## config.mk

```make
export PLATFORM = sky130hd
export DESIGN_NAME = seven_segment_number_display
export DESIGN_NICKNAME = d
export VERILOG_FILES = /design/src/design/ssnd_pkg.sv /design/src/design/ssnd_ctrl.sv /design/src/design/ssnd_datapath.sv /design/src/design/seven_segment_number_display.sv
export SDC_FILE = /design/constraint.sdc
export NUM_CORES = 1
export LEC_CHECK = 0
export BUFFER_PORTS_ARGS = -buffer_cell sky130_fd_sc_hd__buf_4
export CORE_MARGIN = 5
export CORE_UTILIZATION = 58
export CTS_BUF_LIST = sky130_fd_sc_hd__clkbuf_2
export DETAILED_ROUTE_END_ITERATION = 7
export GPL_ROUTABILITY_DRIVEN = 0
export HOLD_SLACK_MARGIN = 0.08
export PLACE_DENSITY = 0.92
export SLEW_MARGIN = 10
export SYNTH_ARGS = -nofsm -noshare
export SYNTH_HDL_FRONTEND = slang
export SYNTH_SLANG_ARGS = --single-unit
```

## constraint.sdc

```tcl
create_clock -name clock -period 8 [get_ports clock]
set_input_delay 2 -clock clock [delete_from_list [all_inputs] [get_ports clock]]
set_output_delay 2 -clock clock [all_outputs]
set_load 0.02 [all_outputs]
```

## src/design/ssnd_pkg.sv

```systemverilog
package ssnd_pkg;

   localparam int NUM_DIGITS    = 6;
   localparam int MAX_HEX_BYTES = 3;

   localparam int VALUE_W     = 20;
   localparam int HEX_W       = 24;
   localparam int BYTE_CNT_W  = 8;
   localparam int SELECT_W    = 8;
   localparam int SEG_W       = 7;
   localparam int POSITION_W  = 3;

   localparam int DIG_W       = 4 * NUM_DIGITS;
   localparam int POS_W       = $clog2(NUM_DIGITS);
   localparam int CNT_W       = $clog2(NUM_DIGITS + 1);
   localparam int BIT_CNT_W   = $clog2(VALUE_W);
   localparam int HEX_LIMIT   = (MAX_HEX_BYTES < NUM_DIGITS / 2) ?
                                MAX_HEX_BYTES : NUM_DIGITS / 2;

   function automatic logic [31:0] pow10(input int n);
      logic [31:0] acc;
      acc = 32'd1;
      for (int i = 0; i < n; i++) begin
         acc = acc * 32'd10;
      end
      return acc;
   endfunction

   localparam logic [31:0] DEC_LIMIT = pow10(NUM_DIGITS) - 32'd1;

   localparam logic [SEG_W-1:0] SEG_TABLE [16] = '{
      7'h3F, 7'h06, 7'h5B, 7'h4F, 7'h66, 7'h6D, 7'h7D, 7'h07,
      7'h7F, 7'h6F, 7'h77, 7'h7C, 7'h39, 7'h5E, 7'h79, 7'h71
   };

   function automatic logic [SEG_W-1:0] seg_of(input logic [3:0] nibble);
      return SEG_TABLE[nibble];
   endfunction

   typedef enum logic {
      OP_DECIMAL = 1'b0,
      OP_HEX     = 1'b1
   } ssnd_op_type;

   typedef enum logic [1:0] {
      ST_IDLE,
      ST_CONVERT,
      ST_FINISH,
      ST_EMIT
   } ssnd_state_type;

   typedef struct packed {
      logic load;
      logic shift;
      logic finish;
      logic emit;
   } ssnd_cmd_type;

   typedef struct packed {
      logic conv_done;
      logic last;
   } ssnd_status_type;

endpackage

```

## src/design/ssnd_ctrl.sv

```systemverilog
module ssnd_ctrl
   import ssnd_pkg::*;
(
   input  logic            clock,
   input  logic            reset,
   input  logic            start,
   input  logic            req_operation,
   input  ssnd_status_type status,
   output ssnd_cmd_type    cmd,
   output logic            busy,
   output logic            rsp_valid
);

   ssnd_state_type state_ff;
   ssnd_state_type state_in;

   always_ff @(posedge clock) begin
      if (reset) begin
         state_ff <= ST_IDLE;
      end else begin
         state_ff <= state_in;
      end
   end

   always_comb begin
      state_in = state_ff;
      cmd      = '0;
      unique case (state_ff)
         ST_IDLE: begin
            if (start) begin
               cmd.load = 1'b1;
               state_in = (req_operation == OP_HEX) ? ST_EMIT : ST_CONVERT;
            end
         end
         ST_CONVERT: begin
            cmd.shift = 1'b1;
            if (status.conv_done) begin
               state_in = ST_FINISH;
            end
         end
         ST_FINISH: begin
            cmd.finish = 1'b1;
            state_in   = ST_EMIT;
         end
         ST_EMIT: begin
            cmd.emit = 1'b1;
            if (status.last) begin
               state_in = ST_IDLE;
            end
         end
         default: begin
            state_in = ST_IDLE;
         end
      endcase
   end

   assign busy      = (state_ff != ST_IDLE);
   assign rsp_valid = (state_ff == ST_EMIT);

endmodule

```

## src/design/ssnd_datapath.sv

```systemverilog
module ssnd_datapath
   import ssnd_pkg::*;
(
   input  logic                  clock,
   input  ssnd_cmd_type          cmd,
   input  logic                  req_operation,
   input  logic [VALUE_W-1:0]    req_value,
   input  logic [HEX_W-1:0]      req_hex_bytes,
   input  logic [BYTE_CNT_W-1:0] req_byte_count,
   output ssnd_status_type       status,
   output logic [SELECT_W-1:0]   rsp_digit_select,
   output logic [SEG_W-1:0]      rsp_segments,
   output logic [POSITION_W-1:0] rsp_digit_position,
   output logic                  rsp_last
);

   logic [VALUE_W-1:0]   bin_ff,     bin_in;
   logic [DIG_W-1:0]     digits_ff,  digits_in;
   logic [BIT_CNT_W-1:0] bit_cnt_ff, bit_cnt_in;
   logic [CNT_W-1:0]     count_ff,   count_in;
   logic [POS_W-1:0]     pos_ff,     pos_in;

   logic [VALUE_W-1:0]     sat_value;
   logic [DIG_W-1:0]       adjusted;
   logic [DIG_W-1:0]       hex_ext;
   logic [CNT_W-1:0]       hex_count;
   logic [CNT_W-1:0]       dec_count;
   logic [3:0]             nib;

   always_comb begin
      if ({{(32 - VALUE_W){1'b0}}, req_value} > DEC_LIMIT) begin
         sat_value = DEC_LIMIT[VALUE_W-1:0];
      end else begin
         sat_value = req_value;
      end
   end

   always_comb begin
      for (int i = 0; i < NUM_DIGITS; i++) begin
         nib = digits_ff[4*i +: 4];
         adjusted[4*i +: 4] = (nib >= 4'd5) ? nib + 4'd3 : nib;
      end
   end

   assign hex_ext = DIG_W'(req_hex_bytes);

   always_comb begin
      priority if (req_byte_count == '0) begin
         hex_count = CNT_W'(1);
      end else if (req_byte_count >= BYTE_CNT_W'(HEX_LIMIT)) begin
         hex_count = CNT_W'(2 * HEX_LIMIT);
      end else begin
         hex_count = CNT_W'(2 * req_byte_count);
      end
   end

   always_comb begin
      dec_count = CNT_W'(1);
      for (int i = 0; i < NUM_DIGITS; i++) begin
         if (digits_ff[4*i +: 4] != 4'd0) begin
            dec_count = CNT_W'(i + 1);
         end
      end
   end

   always_comb begin
      bin_in     = bin_ff;
      digits_in  = digits_ff;
      bit_cnt_in = bit_cnt_ff;
      count_in   = count_ff;
      pos_in     = pos_ff;
      if (cmd.load) begin
         pos_in     = '0;
         bit_cnt_in = '0;
         if (req_operation == OP_HEX) begin
            digits_in = (req_byte_count == '0) ? '0 : hex_ext;
            count_in  = hex_count;
         end else begin
            digits_in = '0;
            bin_in    = sat_value;
         end
      end
      if (cmd.shift) begin
         digits_in  = {adjusted[DIG_W-2:0], bin_ff[VALUE_W-1]};
         bin_in     = {bin_ff[VALUE_W-2:0], 1'b0};
         bit_cnt_in = bit_cnt_ff + BIT_CNT_W'(1);
      end
      if (cmd.finish) begin
         count_in = dec_count;
      end
      if (cmd.emit) begin
         digits_in = {4'd0, digits_ff[DIG_W-1:4]};
         pos_in    = pos_ff + POS_W'(1);
      end
   end

   always_ff @(posedge clock) begin
      bin_ff     <= bin_in;
      digits_ff  <= digits_in;
      bit_cnt_ff <= bit_cnt_in;
      count_ff   <= count_in;
      pos_ff     <= pos_in;
   end

   assign status.conv_done = (bit_cnt_ff == BIT_CNT_W'(VALUE_W - 1));
   assign status.last      = (CNT_W'(pos_ff) + CNT_W'(1) == count_ff);

   assign rsp_last           = status.last;
   assign rsp_segments       = seg_of(digits_ff[3:0]);
   assign rsp_digit_position = POSITION_W'(pos_ff);
   assign rsp_digit_select   =
      ~(SELECT_W'(1) << (POSITION_W'(NUM_DIGITS - 1) - POSITION_W'(pos_ff)));

endmodule

```

## src/design/seven_segment_number_display.sv

```systemverilog
// Six-digit seven-segment display driver. A request is taken at the rising
// clock edge where start is high and busy is low; its fields are req_operation
// (0 decimal, 1 hex), req_value, req_hex_bytes and req_byte_count. The block
// then answers with one transaction per shown digit, units digit first, each
// marked by rsp_valid for exactly one cycle, with rsp_last on the final one.
// Decimal requests saturate at 999999, are converted by a shift-and-add-three
// loop that handles one bit of the 20-bit value per cycle, and blank leading
// zeros. Hex requests show two nibbles per byte for up to three bytes.
// A decimal request passes through the conversion state, then a finish state
// that finds the digit count, and then emits its N digits (1 to 6). A hex
// request goes straight to emitting, showing its first digit in the cycle
// after acceptance, and shows 2 * bytes digits (one digit for a count of
// zero). busy is high from the cycle after acceptance through the last digit;
// one request is handled at a time, and the next one can be accepted in the
// cycle after the last digit.
// Reset returns the controller to idle and drops any request in progress.
// The receiver cannot stall; every digit is taken in the cycle it is shown.
module seven_segment_number_display
   import ssnd_pkg::*;
(
   input  logic                  clock,
   input  logic                  reset,
   input  logic                  start,
   output logic                  busy,
   input  logic                  req_operation,
   input  logic [VALUE_W-1:0]    req_value,
   input  logic [HEX_W-1:0]      req_hex_bytes,
   input  logic [BYTE_CNT_W-1:0] req_byte_count,
   output logic                  rsp_valid,
   output logic [SELECT_W-1:0]   rsp_digit_select,
   output logic [SEG_W-1:0]      rsp_segments,
   output logic [POSITION_W-1:0] rsp_digit_position,
   output logic                  rsp_last
);

   ssnd_cmd_type    cmd;
   ssnd_status_type status;

   ssnd_ctrl u_ctrl (
      .clock         (clock),
      .reset         (reset),
      .start         (start),
      .req_operation (req_operation),
      .status        (status),
      .cmd           (cmd),
      .busy          (busy),
      .rsp_valid     (rsp_valid)
   );

   ssnd_datapath u_datapath (
      .clock              (clock),
      .cmd                (cmd),
      .req_operation      (req_operation),
      .req_value          (req_value),
      .req_hex_bytes      (req_hex_bytes),
      .req_byte_count     (req_byte_count),
      .status             (status),
      .rsp_digit_select   (rsp_digit_select),
      .rsp_segments       (rsp_segments),
      .rsp_digit_position (rsp_digit_position),
      .rsp_last           (rsp_last)
   );

endmodule

```

# Yosys cells after proc, flatten, opt, wreduce, memory -nomap -nowiden
# Memories as Yosys holds them, arrays and structs flattened.
# Index checks and enable logic that the tools add are counted.
[totals] output_inout_bits=21 word_cells=98 mem_bits_ro=112 register_bits=57 inputBits=56 ramBits=0 latchBits=0 n_memories=1
[op_classes] eq_ne=9 n_lt_le_gt_ge=9 div_mod_pow=0 mul=0 n_addsub=9 mux=41 bitwise_logic=3 shifts=1 n_reduce_logical=17
[mem_list] memory="(no name shown)" words=16 width=7 read_ports=1 rd_clocked_by_memory_dff=0 write_ports=0 line_no="ssnd_pkg.sv:37" source="return SEG_TABLE[nibble];"
[ops] operator="$mux W20" n=5
[ops] operator="$mux W24" n=4
[ops] operator="$mux W3" n=11
[ops] operator="$ge A4 B3 Y1 const B" n=6
[ops] operator="$add A4 B2 Y4 const B" n=5
[ops] operator="$gt A20 B20 Y1 const B" n=1
[ops] operator="$mux W4" n=5
[ops] operator="$reduce_bool A4 Y1" n=5
[ops] operator="$mux W7" n=2
[ops] operator="$mux W2" n=6
[ops] operator="$mux W5" n=2
[ops] operator="$reduce_bool A2 Y1" n=5
[ops] operator="$ge A8 B2 Y1 const B" n=1
[ops] operator="$logic_not A8 Y1" n=1
[ops] operator="$not A8 Y8" n=1
[ops] operator="$pmux W2 S4" n=1
[ops] operator="$shl A1 B3 Y8 const A" n=1
[ops] operator="$reduce_and A2 Y1" n=3
[ops] operator="$add A5 B1 Y5 const B" n=1
[ops] operator="$eq A5 B5 Y1 const B" n=1
[ops] operator="$ge A5 B5 Y1 const B" n=1
[ops] operator="$mux W1" n=5
[ops] operator="$not A4 Y5" n=1
[ops] operator="$eq A2 B2 Y1 const B" n=2
[ops] operator="11 further kinds" n=13

# Longest topological paths before layout
# Gate-level depths: netlist of the first run.
[logic_depth] ltp_word=7 mapped_depth=7 mapped_depth_nobuf=7

# Cells and area by module
# From an unflattened synthesis of the first run, not the netlist that was laid out.
[unflattened] cells_unflattened=386 area_unflattened_um2=3905.0
[modules_own_cells] module="ssnd_datapath" seq_area_each_um2=1601.5 area_each_um2=3694.8 cells_each=363 n_inst=1
[modules_own_cells] module="ssnd_ctrl" seq_area_each_um2=40.0 area_each_um2=210.2 cells_each=23 n_inst=1

# Least setup slack after synthesis of the first run
# No wires, ideal clock.
[synth_timing] path_kind="input -> register" startpoint="input start" endpoint="register u_datapath.bin_ff[10] (enable)" t_arrival_ns=3.488 slack_ns=4.090 required_time_ns=7.579 setup_ns=0.421 cell_stages=2 path_buffers=0 cell_sequence="nand2_1 o21ai_0"
[synth_via] elab_chain_len=4
[synth_lines] element="start, declared" line_no="seven_segment_number_display.sv:23" source="input logic start,"
[synth_lines] element="$mux W1" line_no="ssnd_ctrl.sv:30" source="if (start) begin"
[synth_lines] element="$mux W1" line_no="ssnd_ctrl.sv:28" source="unique case (state_ff)"
[synth_lines] element="$reduce_bool A2 Y1 (no source line)"
[synth_lines] element="$reduce_and A2 Y1 (no source line)"
[synth_lines] element="end signal, assigned" line_no="ssnd_datapath.sv:98" source="bin_ff <= bin_in;"
[synth_lines] element="end, declared" line_no="ssnd_datapath.sv:17" source="logic [VALUE_W-1:0] bin_ff, bin_in;"
# No other way between the ends.
# A chain may end at the register's enable or synchronous reset.

# Final worst setup path of the first run
[layout_timing] startpoint="register u_datapath.pos_ff[0] (netlist: u_datapath.rsp_digit_position[0])" endpoint="output rsp_last"
[layout_via] elab_chain_len=2
[layout_lines] element="start, declared" line_no="ssnd_datapath.sv:21" source="logic [POS_W-1:0] pos_ff, pos_in;"
[layout_lines] element="start signal, assigned" line_no="ssnd_datapath.sv:102" source="pos_ff <= pos_in;"
[layout_lines] element="$add A3 B1 Y3" line_no="ssnd_datapath.sv:106" source="assign status.last = (CNT_W'(pos_ff) + CNT_W'(1) == count_ff);"
[layout_lines] element="$eq A3 B3 Y1" line_no="ssnd_datapath.sv:106"
[layout_lines] element="end, declared" line_no="seven_segment_number_display.sv:33" source="output logic rsp_last"
# No other way between the ends.

==> results of run 1 <==
==> final cells by class <==
type	count	area (um^2)	area share [%]
multi-input cells	290	1877	42.74
flip-flops and latches	57	1642	37.38
repair buffers	79	593.1	13.50
inverters	29	108.9	2.479
well taps	77	96.34	2.194
clock buffers	10	50.05	1.140
clock inverters	5	25.02	0.5698
==> stage by stage <==
| step | setup WS [ps] | util (%) | total power [W] |
|---|---|---|---|
| finish | 3843 | 69.96 | 0.001824 |
| global route | 3688 | 69.96 | 0.001968 |
| CTS | 3813 | 69.96 | 0.001816 |
| detailed placement | 4304 | 68.77 | 0.001672 |
| global placement | 4378 | 68.77 | 0.001601 |
| floorplan | 4090 | - | 0.001371 |
==> cells by family after synthesis <==
group | Yosys count | synth area share [%]
compound gates | 117 | 20.96
xor+xnor | 16 | 4.213
fa+ha+maj | 27 | 9.100
buf+inv | 45 | 5.224
flops | 57 | 44.22
mux | 3 | 0.8089
simple gates | 127 | 15.47
==> registers in the layout, indices dropped and copies added (netlist names) <==
| signal | cells |
|---|---|
| u_datapath.count_ff | 3 |
| u_datapath.bit_cnt_ff | 5 |
| u_datapath.digits_ff | 24 |
| u_ctrl.state_ff | 2 |
| u_datapath.bin_ff | 20 |
| u_datapath.rsp_digit_position | 3 |
==> cells in the final DEF, fill, tap and decap left out, drive strengths merged, types with 2 or more instances in the layout <==
cell    count
a221oi     18
xnor2      10
and2        3
nand3      10
inv        28
clkbuf     10
clkinv      5
nand2b     10
nand2      55
nor2       34
a21oi      34
a31oi       4
nor2b       2
o21ai      35
edfxtp     50
dfxtp       7
ha         27
buf        79
nor3        6
nor4        2
o21a        2
a211oi      5
a22o        7
xor2        5
o211ai      5
mux2i       3
==> power by group <==
group          switching (W)  total [W]  leakage (nW)  internal [W]
Sequential          0.000131   0.000667         0.550      0.000535
Clock               0.000107   0.000145        0.0526     0.0000374
Combinational       0.000613    0.00101          1.20      0.000399
==> routing by layer <==
metal,global-route usage [%],share of wire (%),vias to the layer above
li1,-,-,1572
met4,10.79,2.7,0
met2,36.28,48,154
met5,0,0,-
met3,5.760,7.6,25
met1,28.28,42,1568
==> synthesized netlist by cell type, types with 7 or more instances <==
cell type,number,share of area (%)
a21oi_1,33,4.4
a221oi_1,16,3.8
a22o_1,7,1.7
clkbuf_1,9,0.91
dfxtp_1,7,3.8
edfxtp_1,50,40
ha_1,27,9.1
inv_1,28,2.8
nand2_1,55,5.6
nand2b_1,10,1.7
nand3_1,10,1.3
nor2_1,33,3.3
o21ai_0,34,4.6
xnor2_1,10,2.4
==> worst register-to-register path, cell delays in order (launching register included) <==
cell and delay, ps:
dfxtp_1 380, inv_1 130, ha_1 150, buf_4 430, clkinv_1 470, nand3_1 840
==> how the worst max path moves through the flow <==
stage	start	to	depth (start not counted)
after floorplan	start	u_datapath.bin_ff[10]$_DFFE_PP_	2
final	u_datapath.rsp_digit_position[0]$_SDFFCE_PN0P_	rsp_last	4
after global placement	u_datapath.rsp_digit_position[0]$_SDFFCE_PN0P_	rsp_last	4
after global routing	u_datapath.rsp_digit_position[0]$_SDFFCE_PN0P_	rsp_last	4
after detailed placement	req_byte_count[5]	u_datapath.digits_ff[3]$_DFFE_PP_	6
after CTS	u_datapath.rsp_digit_position[0]$_SDFFCE_PN0P_	rsp_last	4
==> flow_metrics.tcl, run 1 <==
set metrics [dict create \
    cts_resized 0 \
    cts_setup_buffers 0 \
    num_antenna_cells 0 \
    synthesized_net_count 475 \
    finalHoldWorstSlack_ps 520.9 \
    worst_reg2reg_path_endpoint "u_datapath.digits_ff[16]$_DFFE_PP_" \
    clock_insertion_delay_worst_skew_ps 500 \
    holdBufCountCts 0 \
    rsz0062_at_grt "false" \
    r2r_setup_slack_ps 5220 \
    synthCells 392 \
    timing.critical_path.to_type "output pin" \
    timing.final.crit_share_pct 51.96 \
    power_density_nw_per_um2 415.2 \
    final-instance-count-excl-fill 547 \
    max_cap_viol_count 0 \
    dr.first_iter.drc_count 251 \
    holdCritStartpoint "u_datapath.digits_ff[21]$_SDFFE_PP0P_" \
    finalClockSkew_ps 24.03 \
    clock_sink_count 57 \
    timing.final.max_slew_violations 0 \
    clock.fmax_ghz 0.2406 \
    worst_hold_path.endpoint "u_datapath.digits_ff[21]$_SDFFE_PP0P_" \
    drt-vias-per-instance 6.068 \
    placed_cell_area_um2 4317 \
    buffer_ports.inserted 76 \
    timing.critical_path.slowest_stage_cell "edfxtp_1" \
    post_synth_instance_area_um2 3712 \
    min_period_ps 4157 \
    core-area_um2 6277 \
    critPathRequiredTime_ps 6000 \
    drt_drc_violations_left 0 \
    timing_worst_slew_pin_value_ps 1024 \
    count_of_warnings_emitted_by_yosys 0 \
    power_leakage_nw 1.803 \
    number_of_enable_flip_flop_cells_after_synthesis 50 \
    avgSynthCellArea_um2 9.470 \
    final.setup.tns_ps 0 \
    dieHeight_um 90.01 \
    critPathArrivalTime_ps 2160 \
    detail_route.wirelength_um 9115 \
    final_net_count 549 \
    cts_tree "done" \
    grt_first_pass_wirelength_um 15320 \
    timing.critical_path.from_type "flip-flop" \
    detailroute.via_count 3319 \
    top_level_ports 77 \
    routed_wire_length_per_instance_um 16.66 \
    criticalPathCategory "flip-flop to output pin" \
    critPathTopFamily "flip-flops" \
    path_max_fanout 6 \
    run_status "finished, final reports clean" \
    layout-drive-gt1-share_pct 21.49 \
    fill_cell_instance_count_of_the_final_layout 471 \
    flow.area_growth_from_synthesis_pct 18.30 \
    timing.critical_path.cells "ha_1 -> xor3_2 -> nor3_4 -> buf_4" \
    dp.cells 532 \
    setup_violations 0 \
    antenna_violating_nets_post_route 0 \
    final_cell_area_um2 4392 \
    ir_worst_vdd_v 0.0002560 \
    pin_count_of_the_biggest_net_entering_global_routing 49 \
    ff2ff_path_depth 5 \
    die_area_um2 8101 \
    antenna_violations_before_repair 0 \
    cts.htree.levels 3 \
    dr.pass1.iters 6 \
    worstReg2RegStart "u_ctrl.state_ff[1]$_SDFFE_PP0P_" \
    seq_area_frac_synth_pct 44.22 \
    hold_class "flip-flop to flip-flop" \
    die_w_um 90.01 \
    first_global_vias 3309 \
    postSynthRegisterBits 57 \
    starting_utilization_of_the_core_area_pct 59.14 \
    ctsRootBufferMaster "clkbuf_2" \
    synthFlopType "edfxtp_1" \
    gr-total-overflow 0 \
    critical-path-max-stage-delay_ps 510 \
    yosysUniqueCellTypes 46 \
    total_routing_usage_gr_pct 22.56 \
    cts_max_path_buffers 2 \
    cp_num_buf_inv 1 \
    clk_pin_slew_ps 160 \
    cts_inserted_buffers 9 \
    finalHoldViolations 0 \
    ys_async_sr_fraction_pct 0 \
    dpl.hpwl_um 6709 \
    max_slew_margin_pct 31.57 \
    fp-row-count 29 \
    hold-path-cell-count 2 \
]
No activity file was read; power rests on OpenSTA's default activity.
==> run 2, diff against run 1 <==
- CORE_UTILIZATION: 58 -> 57
- PLACE_DENSITY: 0.92 -> 0.91
- clock period: 8 -> 4.25 ns (I/O delays scaled with it)
==> run 2 against run 1 <==
Net effect: sequential power up 87%; count of clock-buffer cells in the layout unchanged; via count down 3.6%; sequential share of layout area down 0.29 points; utilization down 0.27 points; worst hold slack worse by 23 ps; final area up 0.77%; register-to-register slack worse by 3700 ps; first-iteration DRC count down 15%; largest cell class unchanged; largest power group unchanged.
==> flow_metrics.tcl, run 2 (synthesis results as in run 1) <==
set metrics [dict create \
    timing_worst_slew_pin_value_ps 1027 \
    timing.critical_path.to_type "output pin" \
    timing.critical_path.slowest_stage_cell "edfxtp_1" \
    gr-total-overflow 0 \
    cts_setup_buffers 0 \
    rsz0062_at_grt "false" \
    max_slew_margin_pct 31.34 \
    timing.critical_path.from_type "flip-flop" \
    largest_register_ff_count 24 \
    hold_class "flip-flop to flip-flop" \
    pin_count_of_the_biggest_net_entering_global_routing 49 \
    grt_first_pass_wirelength_um 14410 \
    critPathArrivalTime_ps 2190 \
    finalHoldViolations 0 \
    core-area_um2 6350 \
    drt-vias-per-instance 5.839 \
    max_flop_register "u_datapath.digits_ff" \
    endpoint "rsp_last" \
    worst_reg2reg_path_endpoint "u_datapath.digits_ff[14]$_DFFE_PP_" \
    power_leakage_nw 1.816 \
    path_max_fanout 6 \
    r2r_setup_slack_ps 1520 \
    preCtsSetupSlack_ps 1523 \
    flow.area_growth_from_synthesis_pct 19.21 \
    cp_num_buf_inv 1 \
    fp-row-count 29 \
    run_status "finished, final reports clean" \
    critical-path-max-stage-delay_ps 520 \
    critPathRequiredTime_ps 3190 \
    worstReg2RegStart "u_ctrl.state_ff[1]$_SDFFE_PP0P_" \
    timing.final.max_slew_violations 0 \
    cts_inserted_buffers 9 \
    startpoint "u_datapath.rsp_digit_position[0]$_SDFFCE_PN0P_" \
    dr.first_iter.drc_count 213 \
    starting_utilization_of_the_core_area_pct 58.46 \
    dr.pass1.iters 4 \
    timing.critical_path.cells "ha_1 -> xor3_2 -> nor3_4 -> buf_4" \
    clock_sink_count 57 \
    mostFrequentLayoutCell "buf_4" \
    holdBufCountCts 0 \
    antenna_violations_before_repair 0 \
    detail_route.wirelength_um 8806 \
    num_antenna_cells 0 \
    die_area_um2 8226 \
    cts_tree "done" \
    postLayoutSetupSlackWorst_ps 995.7 \
    first_global_vias 3093 \
    largestRegisters "u_datapath.digits_ff (24), u_datapath.bin_ff (20), u_datapath.bit_cnt_ff (5)" \
    routed_wire_length_per_instance_um 16.07 \
    layout-drive-gt1-share_pct 21.87 \
    setup_violations 0 \
    drt_drc_violations_left 0 \
    finalClockSkew_ps 28.84 \
    most-common-layout-cells "buf_4, nand2_1, edfxtp_1" \
    dpl.hpwl_um 6524 \
    ir_worst_vdd_v 0.0004862 \
    cts.htree.levels 3 \
    clock_insertion_delay_worst_skew_ps 490 \
    timing.final.crit_share_pct 76.57 \
    dieHeight_um 90.70 \
    final.setup.tns_ps 0 \
    ctsRootBufferMaster "clkbuf_2" \
    antenna_violating_nets_post_route 0 \
    cts_max_path_buffers 2 \
    clock.fmax_ghz 0.3073 \
    instance_count_on_the_critical_path 4 \
    top_level_ports 77 \
    ff2ff_path_depth 5 \
    criticalPathCategory "flip-flop to output pin" \
    buffer_ports.inserted 76 \
    cts_resized 0 \
    min_period_ps 3254 \
    clk_pin_slew_ps 180 \
    max_cap_viol_count 0 \
    detailroute.via_count 3200 \
    power_density_nw_per_um2 786.4 \
    total_routing_usage_gr_pct 21.43 \
    die_w_um 90.70 \
    critPathTopFamily "flip-flops" \
    final_net_count 549 \
]
==> run 2: cell count changes in the layout (fill, tap and decap cells not counted), sizes merged <==
| cell | delta |
|---|---|
| bufinv | +1 |
| clkinv | -1 |
| clkinvlp | +1 |
==> run 2: worst min-delay path by stage <==
stage	startpoint	end	cells past startpoint
floorplan	u_datapath.digits_ff[21]$_SDFFE_PP0P_	u_datapath.digits_ff[21]$_SDFFE_PP0P_	2
global placement	u_datapath.digits_ff[21]$_SDFFE_PP0P_	u_datapath.digits_ff[21]$_SDFFE_PP0P_	2
detailed placement	u_datapath.digits_ff[21]$_SDFFE_PP0P_	u_datapath.digits_ff[21]$_SDFFE_PP0P_	2
CTS	u_datapath.digits_ff[21]$_SDFFE_PP0P_	u_datapath.digits_ff[21]$_SDFFE_PP0P_	2
global route	u_datapath.digits_ff[21]$_SDFFE_PP0P_	u_datapath.digits_ff[21]$_SDFFE_PP0P_	2
finish	u_datapath.digits_ff[21]$_SDFFE_PP0P_	u_datapath.digits_ff[21]$_SDFFE_PP0P_	2
==> run 2: metrics by stage <==
step	hold WS (ps)	instance area, um^2	total power, W	cells	util [%]
floorplan	446.3	3712	0.002581	392	-
global placement	462.5	4317	0.003012	532	67.98
detailed placement	477.8	4317	0.003125	532	67.98
CTS	500.5	4425	0.003476	548	69.69
global route	543.8	4425	0.003766	548	69.69
finish	497.6	4425	0.003480	548	69.69
==> run 2: tightest hold or removal path, stage by stage (launching register included) <==
cell     delay (ps)
dfxtp_1         340
nand2_1          60
a31oi_1          60
==> run 2: layout make-up <==
| class | count | area (um^2) |
|---|---|---|
| Tap cell | 77 | 96.34 |
| Inverter | 29 | 108.9 |
| Sequential cell | 57 | 1642 |
| Clock inverter | 6 | 58.81 |
| Timing Repair Buffer | 79 | 593.1 |
| Multi-Input combinational cell | 290 | 1877 |
| Fill cell | 488 | 1924 |
| Clock buffer | 10 | 50.05 |
==> run 2: power breakdown <==
part           switching (W)  internal (W)
sequential          0.000239       0.00101
combinational        0.00114      0.000752
clock               0.000208      0.000134
total                0.00159       0.00189
==> run 2: metal layers <==
metal  vias up  share of wire (%)  wire, um  global-route usage (%)
li1       1567                  -         -                       -
met1      1491                 41      3570                   27.21
met2       121                 49      4355                   34.20
met3        21                7.3       639                   6.167
met4         0                2.7       241                   8.685
met5         -                  0         0                       0
==> run 3, diff against run 2 <==
- CORE_UTILIZATION: 57 -> 52
- PLACE_DENSITY: 0.91 -> 0.87
- clock period: 4.25 -> 2.8 ns (I/O delays scaled with it)
==> run 3 against run 2 <==
Net effect: critical endpoint unchanged; combinational power rose by 59%; clock power grew 60%; final cell count grew 4.7%; power increased by 56%; die area grew 8.5%; flip-flop and latch count unchanged; clock skew fell by 13 ps; non-clock buffer count up 7.
==> flow_metrics.tcl, run 3 (synthesis results as in run 1) <==
set metrics [dict create \
    run_status "finished, final reports clean" \
    routed_wire_length_per_instance_um 16.32 \
    min_period_ps 2698 \
    final-instance-count-excl-fill 574 \
    finalPower_w 0.005412 \
    power_leakage_nw 1.846 \
    startpoint "u_datapath.rsp_digit_position[1]$_SDFFCE_PN0P_" \
    drt_drc_violations_left 0 \
    timing.final.max_slew_violations 0 \
    hold_class "input port to flip-flop" \
    clock.fmax_ghz 0.3706 \
    max_cap_viol_count 0 \
    clock_power_share_pct 10.1 \
    flow.area_growth_from_synthesis_pct 21.50 \
    r2r_setup_slack_ps 310 \
    ir_worst_vdd_v 0.0005649 \
    final_cell_area_um2 4511 \
    cellInternalPower_w 0.002924 \
    max_slew_margin_pct 61.59 \
    fill_cell_instance_count_of_the_final_layout 556 \
    timing.critical_path.to_type "output pin" \
    pin_count_of_the_biggest_net_entering_global_routing 41 \
    largestRegisters "u_datapath.digits_ff (24), u_datapath.bin_ff (20), u_datapath.bit_cnt_ff (5)" \
    timing_worst_slew_pin_value_ps 576.2 \
    largest_register_ff_count 24 \
    max_flop_register "u_datapath.digits_ff" \
    met1_wl_um 3788 \
    path_max_fanout 5 \
    dieHeight_um 94.49 \
    finalHoldWorstSlack_ps 337.2 \
    cts_tree "done" \
    die_w_um 94.49 \
    top_signal_layer_used "met4" \
    most-common-layout-cells "buf_4, nand2_1, edfxtp_1" \
    dr.pass1.iters 5 \
    holdBufCountCts 0 \
    antenna_violations_before_repair 0 \
    mostFrequentLayoutCell "buf_4" \
    drt-vias-per-instance 5.833 \
    finalHoldViolations 0 \
    clock_sink_count 57 \
    setup_violations 0 \
    dr.first_iter.drc_count 322 \
    grt_first_pass_wirelength_um 14650 \
    gr-total-overflow 0 \
    finalClockSkew_ps 16.33 \
    clock_insertion_delay_worst_skew_ps 510 \
    final_net_count 556 \
    num_antenna_cells 0 \
    netSwitchingPower_w 0.002489 \
    cts_max_path_buffers 2 \
    starting_utilization_of_the_core_area_pct 54.04 \
    dp.cells 552 \
    total_routing_usage_gr_pct 21.14 \
    criticalPathCategory "flip-flop to output pin" \
    top_level_ports 77 \
    route.met3.wl_um 817 \
    buffer_ports.inserted 76 \
    antenna_violating_nets_post_route 0 \
    dpl.hpwl_um 6724 \
    power.switching_fraction_pct 45.99 \
    die_area_um2 8928 \
    timing.final.crit_share_pct 96.36 \
    combinationalPowerShare_pct 55.4 \
    layout-drive-gt1-share_pct 23.22 \
    detail_route.wirelength_um 9366 \
    worst_reg2reg_path_endpoint "u_datapath.digits_ff[15]$_DFFE_PP_" \
    met2RoutedLength_um 4474 \
    core-area_um2 6869 \
    cts.htree.levels 3 \
    detailroute.via_count 3348 \
    critPathRequiredTime_ps 2100 \
    power_density_nw_per_um2 1200 \
    placed_cell_area_um2 4348 \
    ff2ff_path_depth 6 \
    endpoint "rsp_last" \
    share_seq_of_total_power_pct 34.5 \
    critPathArrivalTime_ps 2000 \
    ctsRootBufferMaster "clkbuf_2" \
    worstReg2RegStart "u_ctrl.state_ff[1]$_SDFFE_PP0P_" \
    clk_pin_slew_ps 170 \
    first_global_vias 3133 \
    fp-row-count 30 \
    final.setup.tns_ps 0 \
    cts_inserted_buffers 9 \
    timing.critical_path.from_type "flip-flop" \
]
run 3: cell types whose count changed in the layout (fill, tap and decap cells not counted):
cell / change
inv_6: +1
clkinvlp_4: +1
ha_2: +1
clkinv_2: -1
clkbuf_2: -1
buf_4: +7
ha_1: -1
run 3: worst max-delay path: stages, from the launching register on:
cell,delay [ps]
edfxtp_1,430
buf_4,170
inv_1,80
ha_1,240
xor2_1,200
nor3_4,210
buf_4,170
run 3: layer usage:
| layer | track usage, % | vias to the layer above |
|---|---|---|
| met3 | 4.303 | 28 |
| met4 | 10.34 | 0 |
| met1 | 26.79 | 1558 |
| met5 | 0 | - |
| met2 | 34.46 | 181 |
| li1 | - | 1581 |
run 3: layout make-up:
type / count / area, um^2 / share of cell area, %
Clock buffer: 9 / 45.04 / 0.9986
Clock inverter: 7 / 70.07 / 1.553
Inverter: 29 / 108.9 / 2.413
Multi-Input combinational cell: 290 / 1879 / 41.66
Sequential cell: 57 / 1642 / 36.39
Tap cell: 96 / 120.1 / 2.663
Timing Repair Buffer: 86 / 645.6 / 14.31
run 3: worst min path at each step:
| stage | startpoint | cells past startpoint | to |
|---|---|---|---|
| after floorplan | u_datapath.digits_ff[21]$_SDFFE_PP0P_ | 2 | u_datapath.digits_ff[21]$_SDFFE_PP0P_ |
| after global placement | u_datapath.digits_ff[21]$_SDFFE_PP0P_ | 2 | u_datapath.digits_ff[21]$_SDFFE_PP0P_ |
| after detailed placement | u_datapath.digits_ff[21]$_SDFFE_PP0P_ | 2 | u_datapath.digits_ff[21]$_SDFFE_PP0P_ |
| after CTS | reset | 2 | u_ctrl.state_ff[0]$_SDFFE_PP0P_ |
| after global routing | reset | 2 | u_ctrl.state_ff[1]$_SDFFE_PP0P_ |
| final | reset | 2 | u_ctrl.state_ff[0]$_SDFFE_PP0P_ |
run 3: power groups by stage:
stage | Sequential (W) | Clock (W) | Combinational, W
CTS | 0.00187 | 0.000548 | 0.00293
floorplan | 0.00179 | 0 | 0.00213
global placement | 0.00187 | 0 | 0.00275
detailed placement | 0.00189 | 0 | 0.00287
global route | 0.00191 | 0.000584 | 0.00331
finish | 0.00187 | 0.000548 | 0.00300
run 3: metrics by stage:
stage          setup slack (ps)  util, %
2_1_floorplan             190.3        -
3_3_place_gp              446.9    63.30
3_5_place_dp              338.0    63.30
4_1_cts                   33.89    65.30
5_1_grt                  -14.77    65.66
6_report                  101.9    65.66
run 3: what timing repair did:
action | in CTS | in global routing
resized for setup | 0 | 1
pin swaps | 0 | 1
endpoints found under the setup margin | 1 | 2
setup buffers | 3 | 3
hold endpoints to repair | 0 | 0
